$ cat config.mk
export PLATFORM = sky130hd
export DESIGN_NAME = hnp_sqrt
export DESIGN_NICKNAME = d
export VERILOG_FILES = /design/src/hw/rtl/height_to_normal_pixel_assert.svh /design/src/hw/rtl/hnp_pkg.sv /design/src/hw/rtl/hnp_sqrt.sv
export SDC_FILE = /design/constraint.sdc
export NUM_CORES = 2
export LEC_CHECK = 0
export BUFFER_PORTS_ARGS = -buffer_cell sky130_fd_sc_hd__buf_2
export CAP_MARGIN = 20
export CELL_PAD_IN_SITES_DETAIL_PLACEMENT = 1
export CELL_PAD_IN_SITES_GLOBAL_PLACEMENT = 2
export CORE_ASPECT_RATIO = 1.25
export CORE_MARGIN = 4
export CORE_UTILIZATION = 45
export CTS_BUF_LIST = sky130_fd_sc_hd__clkbuf_8 sky130_fd_sc_hd__clkbuf_16
export DETAILED_ROUTE_END_ITERATION = 16
export PLACE_DENSITY_LB_ADDON = 0.12
export REMOVE_ABC_BUFFERS = 1
export SYNTH_ARGS = -nofsm -noshare
export SYNTH_HDL_FRONTEND = slang
export SYNTH_SLANG_ARGS = --single-unit
$ cat constraint.sdc
create_clock -name aclk -period 32.8 [get_ports aclk]
set_input_delay 1.64 -clock aclk [delete_from_list [all_inputs] [get_ports aclk]]
set_output_delay 1.64 -clock aclk [all_outputs]
set_load 0.01 [all_outputs]
$ cat src/hw/rtl/height_to_normal_pixel_assert.svh
// assertion macros for the height-to-normal pixel pipeline
// used by the top level, expects aclk and aresetn in scope
`ifndef HEIGHT_TO_NORMAL_PIXEL_ASSERT_SVH
`define HEIGHT_TO_NORMAL_PIXEL_ASSERT_SVH

// checked outside reset
`define HNP_ASSERT(lbl, prop, msg) \
    lbl: assert property (@(posedge aclk) disable iff (!aresetn) prop) else $error(msg);

// checked on every edge, reset included
`define HNP_ASSERT_ALWAYS(lbl, prop, msg) \
    lbl: assert property (@(posedge aclk) prop) else $error(msg);

`endif

$ cat src/hw/rtl/hnp_pkg.sv
// shared widths, constants and types of the height-to-normal pixel pipeline
// no dependencies
`timescale 1ns / 1ps

package hnp_pkg;

    localparam int H_W      = 16;
    localparam int SLOPE_W  = 30;
    localparam int SQ_W     = 2 * SLOPE_W;
    localparam int RAD_W    = 62;
    localparam int ROOT_W   = RAD_W / 2;
    localparam int REM_W    = ROOT_W + 3;
    localparam int P_W      = ROOT_W + 1;
    localparam int NUM_W    = ROOT_W + 10;
    localparam int STR_W    = 16;

    localparam logic [STR_W-1:0] STRENGTH_RESET = 16'd256;
    localparam logic [SLOPE_W-1:0] Z_ONE = 30'd4194304;
    localparam logic [RAD_W-1:0] Z_ONE_SQ = 62'd1 << 44;

    typedef struct packed {
        logic               neg_y;
        logic               neg_x;
        logic [SLOPE_W-1:0] ay;
        logic [SLOPE_W-1:0] ax;
    } slope_pair_t;

endpackage

$ cat src/hw/rtl/hnp_sqrt.sv
// pipelined integer square root, one result bit per stage
// depends on hnp_pkg; carries the slope pair alongside the root
`timescale 1ns / 1ps

module hnp_sqrt (
    input  logic                        aclk,
    input  logic                        aresetn,
    input  logic                        in_valid,
    output logic                        in_ready,
    input  logic [hnp_pkg::RAD_W-1:0]   in_rad,
    input  hnp_pkg::slope_pair_t        in_slope,
    output logic                        out_valid,
    input  logic                        out_ready,
    output logic [hnp_pkg::ROOT_W-1:0]  out_root,
    output hnp_pkg::slope_pair_t        out_slope
);
    import hnp_pkg::*;

    localparam int N = ROOT_W;

    logic                v_reg    [0:N];
    logic                rdy      [1:N+1];
    logic [ROOT_W-1:0]   root_reg [0:N];
    slope_pair_t         slope_reg[0:N];
    logic [REM_W-1:0]    rem_reg  [0:N-1];
    logic [RAD_W-1:0]    rad_reg  [0:N-1];

    assign v_reg[0]     = in_valid;
    assign root_reg[0]  = '0;
    assign slope_reg[0] = in_slope;
    assign rem_reg[0]   = '0;
    assign rad_reg[0]   = in_rad;

    assign rdy[N+1]  = out_ready;
    assign in_ready  = rdy[1];
    assign out_valid = v_reg[N];
    assign out_root  = root_reg[N];
    assign out_slope = slope_reg[N];

    for (genvar k = 1; k <= N; k++) begin : g_stage
        logic [REM_W-1:0]  rem_in;
        logic [REM_W-1:0]  trial;
        logic              ge;
        logic [REM_W-1:0]  rem_next;
        logic [ROOT_W-1:0] root_next;

        assign rdy[k] = !v_reg[k] || rdy[k+1];

        always_comb begin
            rem_in    = {rem_reg[k-1][REM_W-3:0], rad_reg[k-1][RAD_W-1 -: 2]};
            trial     = {1'b0, root_reg[k-1], 2'b01};
            ge        = rem_in >= trial;
            rem_next  = ge ? rem_in - trial : rem_in;
            root_next = {root_reg[k-1][ROOT_W-2:0], ge};
        end

        always_ff @(posedge aclk) begin
            if (!aresetn) begin
                v_reg[k] <= 1'b0;
            end else if (rdy[k]) begin
                v_reg[k] <= v_reg[k-1];
            end
            if (rdy[k] && v_reg[k-1]) begin
                root_reg[k]  <= root_next;
                slope_reg[k] <= slope_reg[k-1];
            end
        end

        if (k < N) begin : g_carry
            always_ff @(posedge aclk) begin
                if (rdy[k] && v_reg[k-1]) begin
                    rem_reg[k] <= rem_next;
                    rad_reg[k] <= {rad_reg[k-1][RAD_W-3:0], 2'b00};
                end
            end
        end
    end

endmodule

Yosys cells after proc, flatten, opt, wreduce, memory -nomap -nowiden
Cells that the tools add are included.

Output and inout bits: 95. Register bits after elaboration: 4310. Word-level logic and storage cells: 431.

Add/sub/neg operators: 30. Reductions and logical operators: 93. Muxes and demuxes: 30. Order comparisons: 31.

Operators by type and width (count): 2-to-1 mux 32 bit (29); greater-or-equal comparator 34 x 10 -> 1 bit (1); greater-or-equal comparator 34 x 11 -> 1 bit (1); greater-or-equal comparator 34 x 12 -> 1 bit (1); greater-or-equal comparator 34 x 13 -> 1 bit (1); greater-or-equal comparator 34 x 14 -> 1 bit (1); greater-or-equal comparator 34 x 15 -> 1 bit (1); greater-or-equal comparator 34 x 16 -> 1 bit (1); greater-or-equal comparator 34 x 17 -> 1 bit (1); greater-or-equal comparator 34 x 18 -> 1 bit (1); greater-or-equal comparator 34 x 19 -> 1 bit (1); greater-or-equal comparator 34 x 20 -> 1 bit (1); greater-or-equal comparator 34 x 21 -> 1 bit (1); greater-or-equal comparator 34 x 22 -> 1 bit (1); greater-or-equal comparator 34 x 23 -> 1 bit (1); greater-or-equal comparator 34 x 24 -> 1 bit (1); greater-or-equal comparator 34 x 25 -> 1 bit (1); greater-or-equal comparator 34 x 26 -> 1 bit (1); greater-or-equal comparator 34 x 27 -> 1 bit (1); greater-or-equal comparator 34 x 28 -> 1 bit (1); greater-or-equal comparator 34 x 29 -> 1 bit (1); greater-or-equal comparator 34 x 3 -> 1 bit (1); greater-or-equal comparator 34 x 30 -> 1 bit (1); greater-or-equal comparator 34 x 31 -> 1 bit (1); other kinds (42) (132).

Longest topological paths before layout
Word-level depth: 33. Mapped depth: 15. Mapped depth without buffers: 13.

Least setup slack after synthesis
No wires, ideal clock.

Path kind: input-to-reg. From: input out_ready. To: register rad_reg (netlist bit g_stage[5].rem_in[0]), enable pin. Path buffers: 1. Slack: 17.820 ns. Stages on the path: 10. Arrival: 14.083 ns. Cells stage by stage: nor2b_1 > and3_1 > nand4_1 > nor3_1 > and3_1 > and2_1 > clkbuf_1 > and3_1 > and2_1 > a21boi_0.

Longest elaborated chain between the ends: 29.

Ends and longest elaborated chain: from (decl) (line hnp_sqrt.sv:13) `input logic out_ready,`; logical OR 1 bit (28 in a row) (line hnp_sqrt.sv:47) `assign rdy[k] = !v_reg[k] || rdy[k+1];`; logical AND 1 bit (line hnp_sqrt.sv:71) `if (rdy[k] && v_reg[k-1]) begin`; to (signal, indexed assignment) (line hnp_sqrt.sv:73) `rad_reg[k] <= {rad_reg[k-1][RAD_W-3:0], 2'b00};`; to (decl) (line hnp_sqrt.sv:26) `logic [RAD_W-1:0] rad_reg [0:N-1];`.

No other way between the ends. A chain may end at the register's enable or synchronous reset.

Worst setup path after layout
From: input out_ready. To: output in_ready.

Longest elaborated chain between the ends: 31.

Ends and longest elaborated chain: logical OR 1 bit (31 in a row) (line hnp_sqrt.sv:47); to (decl) (line hnp_sqrt.sv:9) `output logic in_ready,`.

No other way between the ends.

==> metrics.md <==
| Metric | Value |
|---|---|
| Dpl cell area | 0.174 sq mm |
| Number of flops mapped to enable cells by yosys | 4262 |
| Dpl cells | 15300 |
| Post-synthesis sequential area ratio | 77.1% |
| Clock-pin slew on the worst setup and hold paths | 60 ps |
| RD Place Congestion | 0.875 |
| DRT iter0 DRCs | 4020 |
| Initial antenna violation count | 23 |
| Layout area overhead | 12.5% |
| CORE AREA | 0.369 sq mm |
| Global-route wire length before repair | 520000 um |
| Vias in the first global route | 89900 |
| Routed length per placed instance | 20.8 um |
| PortBufs | 222 |
| Filler cells | 34600 |
| Die Y | 689 um |
| NumNets Final | 11400 |
| Required time of the worst setup path | 31160 ps |
| Worst setup SP type | input port |
| Worst Skew | 59.6 ps |
| Width of the chip | 552 um |
| Leakage | 65.3 nW |
| DP HPWL | 251000 um |
| Resize count post-CTS | 0 |
| Maxcap violations | 0 |
| Final setup margin | 25530 ps |
| Worst slack, placed | 25480 ps |
| TNS Setup | 0 ps |
| Power Total | 10.6 mW |
| CP Capture Type | output pin |
| Max FFs per register | 1860 |
| Max Clock Freq | 0.138 GHz |
| Final Cycle Share | 22.2% |
| Worst Tran Pin Value | 1080 ps |
| Global route overflow | 0 |
| VDD IR max | 0.0697 mV |
| Setup violations, final | 0 |
| CTS tree | done |
| YS warnings | 0 |
| CP arrival | 5630 ps |
| Clock insertion delay at the later pin of the skew report | 980 ps |
| Total track usage | 17.5% |
| Share of layout cells above drive strength 1 | 10.0% |
| Design Area, Final | 0.188 sq mm |
| TritonCTS Buffers | 416 |
| DRC viols | 0 |
| Mapped Cells | 10200 |
| Min Tclk post-route | 7270 ps |
| Number of library cell types mapped by synthesis | 97 |
| CTS Hold Bufs | 0 |
| Vias | 82000 |
| Async set-reset flop share out of synthesis | 0% |
| WHS | 392 ps |
| Row count | 249 |
| Starting Density | 45.2% |
| Drt first pass iters | 5 |
| Die area | 0.380 sq mm |
| Routed Antenna Nets | 0 |
| Clock tree buffer depth | 4 |
| Largest net degree at the start of global routing | 118 |
| Non-Filler Instances | 16000 |
| CTS H-tree depth | 5 |
| CP Max Fanout | 8 |
| FF+latch count, synth | 4293 |
| Worst Hold Class | register to register |
| Slew headroom | 28.1% |
| Critical path class | input port to output pin |
| Max-slew violation count | 0 |
| Hold Fails Final Rpt | 0 |
| I/O Pins | 223 |
| Cell area after synthesis | 0.167 sq mm |
| Outcome | completed |
| Pwr dens | 56.6 mW/mm^2 |
| Syn_area_per_cell | 16.3 sq um |
| Vias per cell | 5.11 |
| Root Driver | clkbuf_16 |
| CTS sink count | 4293 |
| Unrepaired setup endpoints after global routing | no |
| Setup Buffers After CTS | 0 |
| Fin util | 50.9% |
| Detailed Route WL | 333000 um |
| Most used flip-flop cell after synthesis | edfxtp_1 |
==> final cells by class <==
cell class	count	area, sq um	share of cell area [%]
clock inverters	337	2740	1.46
clock buffers	425	10600	5.64
diodes	5	12.5	0.00667
multi-input cells	5065	34900	18.6
well taps	4894	6120	3.27
inverters	690	2590	1.38
repair buffers	327	1960	1.05
flip-flops and latches	4293	129000	68.6
==> critical path, stage by stage <==
cell     delay [ps]
buf_2           120
nor2b_1         370
and3_1          440
nand4_1         280
buf_4           270
nor3_1          440
buf_4           270
and3_1          300
and2_1          490
nand4_1         250
nor2_1          420
nand2_1         140
buf_2           190
==> cell usage after synthesis, types with 15 or more instances <==
library cell,count,share of area (%)
edfxtp_1,4262,77
inv_1,688,1.5
nor2_1,531,1.2
ha_1,528,4.0
a21oi_1,517,1.6
nand2_1,493,1.1
xnor2_1,415,2.2
o21ai_0,397,1.2
xor2_1,332,1.7
nor3_1,216,0.65
a21o_1,144,0.65
nand2b_1,135,0.51
o21a_1,126,0.57
nand3_1,113,0.34
clkbuf_1,106,0.24
nor2b_1,93,0.35
nor4_1,90,0.34
mux2_2,89,0.60
nand4_1,88,0.33
or3_1,84,0.32
buf_4,64,0.29
or4_1,49,0.22
o31ai_1,48,0.22
or2_2,46,0.17
o21bai_1,45,0.20
a31oi_1,43,0.16
and2_1,41,0.15
and3_1,39,0.15
a21boi_0,36,0.16
a211oi_1,35,0.16
dfxtp_1,31,0.37
o211ai_1,29,0.13
nand3b_1,23,0.10
and4_1,16,0.084
mux2i_1,15,0.090
==> power breakdown <==
part | leakage, nW | internal (mW) | switching (mW)
sequential | 38.4 | 5.97 | 0.00866
clock | 6.88 | 2.63 | 1.97
combinational | 20.0 | 0.0136 | 0.0252
total | 65.3 | 8.62 | 2.00
==> cell families (layout without fill, tap and decap cells) <==
logic type                 count (synthesis)  count (layout)  synth area share, %
adders and majority gates                528             528                 3.96
AOI/OAI and AO/OA                       1569            1569                 5.80
other                                      1               6              0.00225
DFF                                     4293            4293                 77.1
buffers and inverters                    875            1779                 2.13
xor gates and xnor gates                 747             747                 3.92
muxes                                    106             106                0.705
and+or+nand+nor                         2114            2114                 6.36
==> cell usage in the layout (no fill, tap or decap), types with 332 or more instances in the layout <==
cell,count
xnor2_1,415
edfxtp_1,4262
inv_1,789
xor2_1,332
a21oi_1,516
clkbuf_16,420
nor2_1,530
nand2_1,493
ha_1,528
o21ai_0,397
==> per-layer routing <==
layer  part of all wire (%)  GRT usage (%)  vias to the layer above  wire [um]
met5                 0.0039              0                        -         13
met4                    4.6           7.25                        2      15400
met3                    3.0           2.29                      648       9870
met2                     58           35.6                     1131     193000
met1                     35           17.7                    40700     115000
li1                       -              -                    39500          -
==> final timing paths <==
path / startpoint / to / slack (ps) / cells after the start
max: out_ready / in_ready / 25530 / 13
min: slope_reg[556] / slope_reg[494] / 390 / 0
max reg2reg: out_valid / slope_reg[1761] / 26950 / 15
min reg2reg: slope_reg[556] / slope_reg[494] / 390 / 0
No activity file was read; power rests on OpenSTA's default activity.
