==> src/hw/rtl/height_to_normal_pixel_assert.svh <==
// assertion macros for the height-to-normal pixel pipeline
// used by the top level, expects aclk and aresetn in scope
`ifndef HEIGHT_TO_NORMAL_PIXEL_ASSERT_SVH
`define HEIGHT_TO_NORMAL_PIXEL_ASSERT_SVH

// checked outside reset
`define HNP_ASSERT(lbl, prop, msg) \
    lbl: assert property (@(posedge aclk) disable iff (!aresetn) prop) else $error(msg);

// checked on every edge, reset included
`define HNP_ASSERT_ALWAYS(lbl, prop, msg) \
    lbl: assert property (@(posedge aclk) prop) else $error(msg);

`endif

==> src/hw/rtl/hnp_pkg.sv <==
// shared widths, constants and types of the height-to-normal pixel pipeline
// no dependencies
`timescale 1ns / 1ps

package hnp_pkg;

    localparam int H_W      = 16;
    localparam int SLOPE_W  = 30;
    localparam int SQ_W     = 2 * SLOPE_W;
    localparam int RAD_W    = 62;
    localparam int ROOT_W   = RAD_W / 2;
    localparam int REM_W    = ROOT_W + 3;
    localparam int P_W      = ROOT_W + 1;
    localparam int NUM_W    = ROOT_W + 10;
    localparam int STR_W    = 16;

    localparam logic [STR_W-1:0] STRENGTH_RESET = 16'd256;
    localparam logic [SLOPE_W-1:0] Z_ONE = 30'd4194304;
    localparam logic [RAD_W-1:0] Z_ONE_SQ = 62'd1 << 44;

    typedef struct packed {
        logic               neg_y;
        logic               neg_x;
        logic [SLOPE_W-1:0] ay;
        logic [SLOPE_W-1:0] ax;
    } slope_pair_t;

endpackage

==> src/hw/rtl/hnp_div.sv <==
// byte encoder: builds the three numerators and divides by twice the length,
// one quotient bit per stage; depends on hnp_pkg
`timescale 1ns / 1ps

module hnp_div (
    input  logic                        aclk,
    input  logic                        aresetn,
    input  logic                        in_valid,
    output logic                        in_ready,
    input  logic [hnp_pkg::ROOT_W-1:0]  in_len,
    input  hnp_pkg::slope_pair_t        in_slope,
    output logic                        out_valid,
    input  logic                        out_ready,
    output logic [7:0]                  out_nx,
    output logic [7:0]                  out_ny,
    output logic [7:0]                  out_nz
);
    import hnp_pkg::*;

    localparam int STEPS = 8;

    logic              v_reg   [0:STEPS];
    logic              rdy     [0:STEPS+1];
    logic [NUM_W-1:0]  den_reg [0:STEPS-1];
    logic [NUM_W-1:0]  rem_reg [0:STEPS-1][0:2];
    logic [7:0]        q_reg   [0:STEPS][0:2];

    logic [P_W-1:0]    p_next  [0:2];
    logic [NUM_W-1:0]  num_next[0:2];

    assign rdy[STEPS+1] = out_ready;
    assign in_ready     = rdy[0];
    assign out_valid    = v_reg[STEPS];
    assign out_nx       = q_reg[STEPS][0];
    assign out_ny       = q_reg[STEPS][1];
    assign out_nz       = q_reg[STEPS][2];

    // numerator 255*(len+c)+len, component c = -x slope, -y slope or 1.0
    always_comb begin
        p_next[0] = in_slope.neg_x ? P_W'(in_len) + P_W'(in_slope.ax)
                                   : P_W'(in_len) - P_W'(in_slope.ax);
        p_next[1] = in_slope.neg_y ? P_W'(in_len) + P_W'(in_slope.ay)
                                   : P_W'(in_len) - P_W'(in_slope.ay);
        p_next[2] = P_W'(in_len) + P_W'(Z_ONE);
        for (int l = 0; l < 3; l++) begin
            num_next[l] = (NUM_W'(p_next[l]) << 8) - NUM_W'(p_next[l]) + NUM_W'(in_len);
        end
    end

    assign rdy[0] = !v_reg[0] || rdy[1];

    always_ff @(posedge aclk) begin
        if (!aresetn) begin
            v_reg[0] <= 1'b0;
        end else if (rdy[0]) begin
            v_reg[0] <= in_valid;
        end
        if (rdy[0] && in_valid) begin
            den_reg[0] <= NUM_W'({in_len, 1'b0});
            for (int l = 0; l < 3; l++) begin
                rem_reg[0][l] <= num_next[l];
                q_reg[0][l]   <= '0;
            end
        end
    end

    for (genvar k = 1; k <= STEPS; k++) begin : g_step
        logic [NUM_W-1:0] dsh;
        logic [NUM_W-1:0] rem_next [0:2];
        logic [7:0]       q_next   [0:2];

        assign rdy[k] = !v_reg[k] || rdy[k+1];

        always_comb begin
            dsh = den_reg[k-1] << (STEPS - k);
            for (int l = 0; l < 3; l++) begin
                if (rem_reg[k-1][l] >= dsh) begin
                    rem_next[l] = rem_reg[k-1][l] - dsh;
                    q_next[l]   = q_reg[k-1][l] | (8'd1 << (STEPS - k));
                end else begin
                    rem_next[l] = rem_reg[k-1][l];
                    q_next[l]   = q_reg[k-1][l];
                end
            end
        end

        always_ff @(posedge aclk) begin
            if (!aresetn) begin
                v_reg[k] <= 1'b0;
            end else if (rdy[k]) begin
                v_reg[k] <= v_reg[k-1];
            end
            if (rdy[k] && v_reg[k-1]) begin
                for (int l = 0; l < 3; l++) begin
                    q_reg[k][l] <= q_next[l];
                end
            end
        end

        if (k < STEPS) begin : g_carry
            always_ff @(posedge aclk) begin
                if (rdy[k] && v_reg[k-1]) begin
                    den_reg[k] <= den_reg[k-1];
                    for (int l = 0; l < 3; l++) begin
                        rem_reg[k][l] <= rem_next[l];
                    end
                end
            end
        end
    end

endmodule

==> config.mk <==
export PLATFORM = sky130hd
export DESIGN_NAME = hnp_div
export DESIGN_NICKNAME = d
export VERILOG_FILES = /design/src/hw/rtl/height_to_normal_pixel_assert.svh /design/src/hw/rtl/hnp_pkg.sv /design/src/hw/rtl/hnp_div.sv
export SDC_FILE = /design/constraint.sdc
export NUM_CORES = 2
export LEC_CHECK = 0
export BUFFER_PORTS_ARGS = -buffer_cell sky130_fd_sc_hd__buf_4
export CAP_MARGIN = 20
export CORE_UTILIZATION = 50
export CTS_BUF_LIST = sky130_fd_sc_hd__clkbuf_4 sky130_fd_sc_hd__clkbuf_8
export DETAILED_ROUTE_END_ITERATION = 12
export GPL_ROUTABILITY_DRIVEN = 0
export HOLD_SLACK_MARGIN = 0.06
export PLACE_DENSITY = 0.76
export SLEW_MARGIN = 20
export SYNTH_ARGS = -nofsm -noshare
export SYNTH_HDL_FRONTEND = slang
export SYNTH_SLANG_ARGS = --single-unit
==> constraint.sdc <==
create_clock -name aclk -period 15.6 [get_ports aclk]
set_input_delay 0 -clock aclk [delete_from_list [all_inputs] [get_ports aclk]]
set_output_delay 0 -clock aclk [all_outputs]
set_load 0.005 [all_outputs]
# Word-level counts from Yosys, hierarchy flattened
# Memories as Yosys holds them, arrays and structs flattened.
# Index checks and enable logic that the tools add are counted.
[classes]
bitwise = 9
n_reduce_logical = 27
add_sub_neg = 32
mux = 102
n_lt_le_gt_ge = 24
[ops]
columns = ["op", "count"]
rows = [
  ["41-bit greater-or-equal comparator", 24],
  ["41-bit 2-to-1 mux", 21],
  ["41-bit subtractor", 21],
  ["41-bit by 31-bit adder with 41-bit output", 3],
  ["40-bit by 32-bit subtractor with 41-bit output", 3],
  ["31-bit by 30-bit adder with 32-bit output", 2],
  ["32-bit 2-to-1 mux", 2],
  ["31-bit by 30-bit subtractor with 32-bit output", 2],
  ["1-bit 2-to-1 mux", 58],
  ["31-bit by 23-bit adder with 32-bit output (second input constant)", 1],
  ["8-bit 2-to-1 mux", 3],
  ["7-bit 2-to-1 mux", 3],
  ["6-bit 2-to-1 mux", 3],
  ["5-bit 2-to-1 mux", 3],
  ["4-bit 2-to-1 mux", 3],
  ["1-bit logical AND", 9],
  ["1-bit logical NOT", 9],
  ["1-bit logical OR", 9],
  ["3-bit 2-to-1 mux", 3],
  ["1-bit bitwise OR", 9],
  ["2-bit 2-to-1 mux", 3],
]
[totals]
ff_bits = 0
mem_count = 4
input_bits = 97
mem_bits_rw = 1537
elab_cells = 198
output_inout_bits = 26
[memory_table]
columns = ["name", "depth", "width", "rd", "rd_ports_with_merged_regs", "write_ports", "line", "text"]
rows = [
  ["rem_reg", 8, 123, 8, 0, 8, "hnp_div.sv:25", "logic [NUM_W-1:0] rem_reg [0:STEPS-1][0:2];"],
  ["den_reg", 8, 41, 8, 0, 8, "hnp_div.sv:24", "logic [NUM_W-1:0] den_reg [0:STEPS-1];"],
  ["q_reg", 9, 24, 9, 0, 9, "hnp_div.sv:26", "logic [7:0] q_reg [0:STEPS][0:2];"],
  ["v_reg", 9, 1, 9, 0, 9, "hnp_div.sv:22", "logic v_reg [0:STEPS];"],
]

# Logic depth before layout (Yosys ltp)
# An unclocked memory read counts as a cell.
[depth]
ltp_word = 15
depth_mapped = 34
depth_no_buf = 34

# Worst setup path after synthesis
# No wires, ideal clock.
[synth_timing]
path_kind = "register to register"
startpoint = "memory v_reg[8]"
endpoint = "memory v_reg[7] (data pin)"
synth_period_minus_slack_ns = 14.078
arrival_time_ns = 13.850
setup_ns = 0.227
required_time_ns = 15.373
n_path_buf = 0
path_slack_ns = 1.522
stages_incl_launch_ff = 4
path_cell_list = "dfxtp_1 > nor2b_1 > a21boi_0 > and2_1"
[synth_rtl]
columns = ["item", "line"]
rows = [
  ["from (decl)", "hnp_div.sv:22"],
]

==> summary.md <==
| Metric | Value |
|---|---|
| Die footprint | `189000 um2` |
| Starting Density | `slightly above 50%` |
| Register share of total power | `between 30% and 40%` |
| Pwr per Cell Area | `123.0 nW/um2` |
| Port Buffer Count | `122` |
| NetSw | `4462 uW` |
| Synth top area share | `around two fifths` |
| Post_cts resized | `0` |
| Lkg Pwr | `between 0.04 and 0.05 uW` |
| Worst Path Required | `16290 ps` |
| Most frequent cells in the layout | `edfxtp_1, ha_1, nand2_1` |
| Die Ht | `approximately 430 um` |
| WHS Endpoint | `rem_reg[0][81]` |
| Number of synthesized register bits | `~1.3k` |
| HP Class | `input pin to flop` |
| # clock sinks | `1306` |
| Die width | `434.7 um` |
| Layout cells sized above 1 | `around 7.5%` |
| FP Rows | `158` |
| RSZ-0062 raised after global routing | `no` |
| Syn. warnings | `0` |
| Post-synth ARST share | `0%` |
| Most common cell after layout, fill and taps aside | `edfxtp_1` |
| Slew Limit Headroom | `10.89%` |
| Worst R2R Setup Slack | `10130 ps` |
| Core Area | `185600 um2` |
| Final-stage net count | `approximately 11k` |
| Clock-pin slew on the worst setup and hold paths | `60 ps` |
| Hold Startpoint | `in_slope[61]` |
| WP data arrival | `7920 ps` |
| Initial antenna violation count | `2` |
| Most used cell, CP | `a21o_1` |
| Clk_lat worst skew | `960 ps` |
| Slowest CP cell | `nor2b_1` |
| Detailed Place HPWL | `a little over 200 mm` |
| Max-Cap Viols | `0` |
| Cell Area, Synth | `93620 um2` |
| Area leader, netlist | `edfxtp_1` |
| H-tree depth | `4` |
| Grt total ovfl | `0` |
| Drt drc | `0` |
| Tcrit/Tclk final | `46.32%` |
| Min Tclk post-route | `7225 ps` |
| All-Layer GR Usage | `26.19%` |
| Maximum vdd drop | `0.09556 mV` |
| Top Ports | `123` |
| Syn Inst Count | `just over 9k` |
| Combinational share of power | `38.0%` |
| Routed Antenna Nets | `0` |
| WHS Path Cells | `6` |
| Area delta synth->final | `9.774%` |
| Largest net degree at the start of global routing | `83` |
| Bufs on Longest Clock Path | `3` |
| Final wirelength | `about 260 mm` |
| Fillers | `15.49k` |
| Reg2Reg Depth | `17` |
| Crit path capture type | `flop` |
| Fin Clk Skew | `approximately 55 ps` |
| Status | `completed` |
| GRT busiest layer | `met2` |
| Final WS setup | `between 8000 and 9000 ps` |
| Final setup viols | `0` |
| Met2 Track Usage GR | `between 40% and 50%` |
| Max FFs per register | `between 900 and 1k` |
| Setup Crit Path Kind | `input pin to flop` |
| Post-synth cell types | `103` |
| Top cells by area, synth | `edfxtp_1, ha_1, xnor2_1` |
| TNS Setup | `0 ps` |
| Met3 Usage GRT | `2.996%` |
| Num CTS Buffers | `approximately 210` |
| Final hold viol count | `0` |
| Place WS | `around 8000 ps` |
| Synth Net Count | `10.46k` |
| Clock root buffer | `clkbuf_8` |
| DR pass1 iterations | `8` |
| Vias per cell | `between 6 and 7` |
| Critical Path Source Type | `input pin` |
| Internal | `8181 uW` |
| Clock share of power | `24.8%` |
| R2R Path Start | `den_reg[0][101]` |
| CP peak stage delay | `570 ps` |
| Slew @ Worst Pin | `1324 ps` |
| Max Clk Rate | `138.4 MHz` |
| DR WL/cell | `20.81 um` |
| Number of DRC markers in iteration 0 | `5711` |
| RR Endpoint | `rem_reg[0][409]` |
| Post-synth top flop | `edfxtp_1` |
| Fin. max-slew vios | `0` |
| Register area share after synthesis | `41.88%` |
| Global-route wire length before repair | `391.7 mm` |
| Post-synthesis average cell area | `around 10 um2` |
| Post-synth EDFFs | `around 1.3k` |
| Number of global-route vias before repair | `72.41k` |
| Crit-path max FO | `6` |
| Met1 usage | `30.23%` |
| Net switching fraction of the power | `a little over a third` |
| CTS tree | `yes` |
| Via count | `73.68k` |
==> worst max path at each step <==
stage	from	end	slack [ps]	cells after the start
detailed placement	in_slope[3]	rem_reg[0][120]	7870	32
finish	in_slope[0]	rem_reg[0][120]	8370	33
global route	in_slope[30]	rem_reg[0][81]	8080	33
global placement	in_slope[35]	rem_reg[0][81]	8060	33
floorplan	v_reg[8]	v_reg[7]	1520	3
CTS	in_slope[0]	rem_reg[0][120]	8650	33
==> layout make-up <==
| cell class | count | area [um2] | area share, % |
|---|---|---|---|
| repair buffers | 255 | 2125 | 2.067 |
| multi-input cells | 7245 | 51590 | 50.20 |
| well taps | 2480 | 3103 | 3.019 |
| diodes | 5 | 12.51 | 0.01217 |
| inverters | 609 | 2286 | 2.224 |
| flip-flops and latches | 1306 | 39210 | 38.15 |
| clock inverters | 119 | 1176 | 1.144 |
| clock buffers | 257 | 3268 | 3.180 |
==> power by group through the flow <==
stage	sequential [uW]	clock, uW	combinational (uW)
global placement	4750	0	4460
global route	4720	3320	5200
floorplan	4630	0	3510
detailed placement	4760	0	4630
finish	4700	3140	4800
CTS	4690	3190	4680
==> what timing repair did <==
| action | 4_1_cts | 5_1_grt |
|---|---|---|
| endpoints found under the hold margin | 229 | 0 |
| hold buffers | 84 | 0 |
| setup buffers | 0 | 0 |
==> cells in the mapped netlist (43+ instances only) <==
master,instances
o31ai_1,82
a211oi_1,63
nand2_1,794
a21o_1,458
and3_1,60
nand4_1,112
clkbuf_1,117
xor2_1,416
mux2_2,89
o21a_1,122
a21boi_0,43
inv_1,607
edfxtp_1,1305
nor3_1,150
nand2b_1,150
a31oi_1,73
fa_1,70
o21bai_1,99
nor2_1,591
o21ai_0,733
nor2b_1,147
a21oi_1,771
xnor2_1,453
or3_1,58
ha_1,963
or2_2,44
nor4_1,72
nand3_1,165
==> per-stage QoR <==
step | power (uW) | hold WS, ps | util [%] | instance area [um2] | instances
3_5_place_dp | 9388 | 302.3 | 52.51 | 97470 | 11810
5_1_grt | 13240 | 177.9 | 55.36 | 102800 | 12270
6_report | 12640 | 154.9 | 55.36 | 102800 | 12280
3_3_place_gp | 9212 | 297.3 | 52.50 | 97460 | 11810
2_1_floorplan | 8140 | 98.87 | - | 93620 | 9328
4_1_cts | 12550 | 63.52 | 55.36 | 102800 | 12270
==> layer usage <==
| layer | share of wire, % | vias to the layer above |
|---|---|---|
| li1 | - | 35040 |
| met1 | 38 | 34360 |
| met2 | 47 | 3396 |
| met3 | 6.1 | 884 |
| met4 | 8.5 | 0 |
| met5 | 0 | - |
==> kinds of logic (layout without fill, tap and decap cells) <==
kind of cell    after synthesis  count (layout)  share of synthesized area, %
compound gates             2749            2749                         18.39
buf+inv                     777            1240                         3.205
fa+ha+maj                  1035            1035                         14.39
mux                         104             104                         1.231
xor+xnor                    870             870                         8.159
other cells                   0               5                             0
flops                      1306            1306                         41.88
simple gates               2487            2487                         12.74
==> worst max-delay path: cells and delay by family <==
kind / cells / cell delay, ps
adder cells (fa/ha/maj): 5 / 1850
AO/OA/AOI/OAI: 13 / 2820
AND/OR/NAND/NOR: 8 / 1910
XOR/XNOR: 3 / 450
buffers and inverters: 4 / 870
No activity file was read; power rests on OpenSTA's default activity.
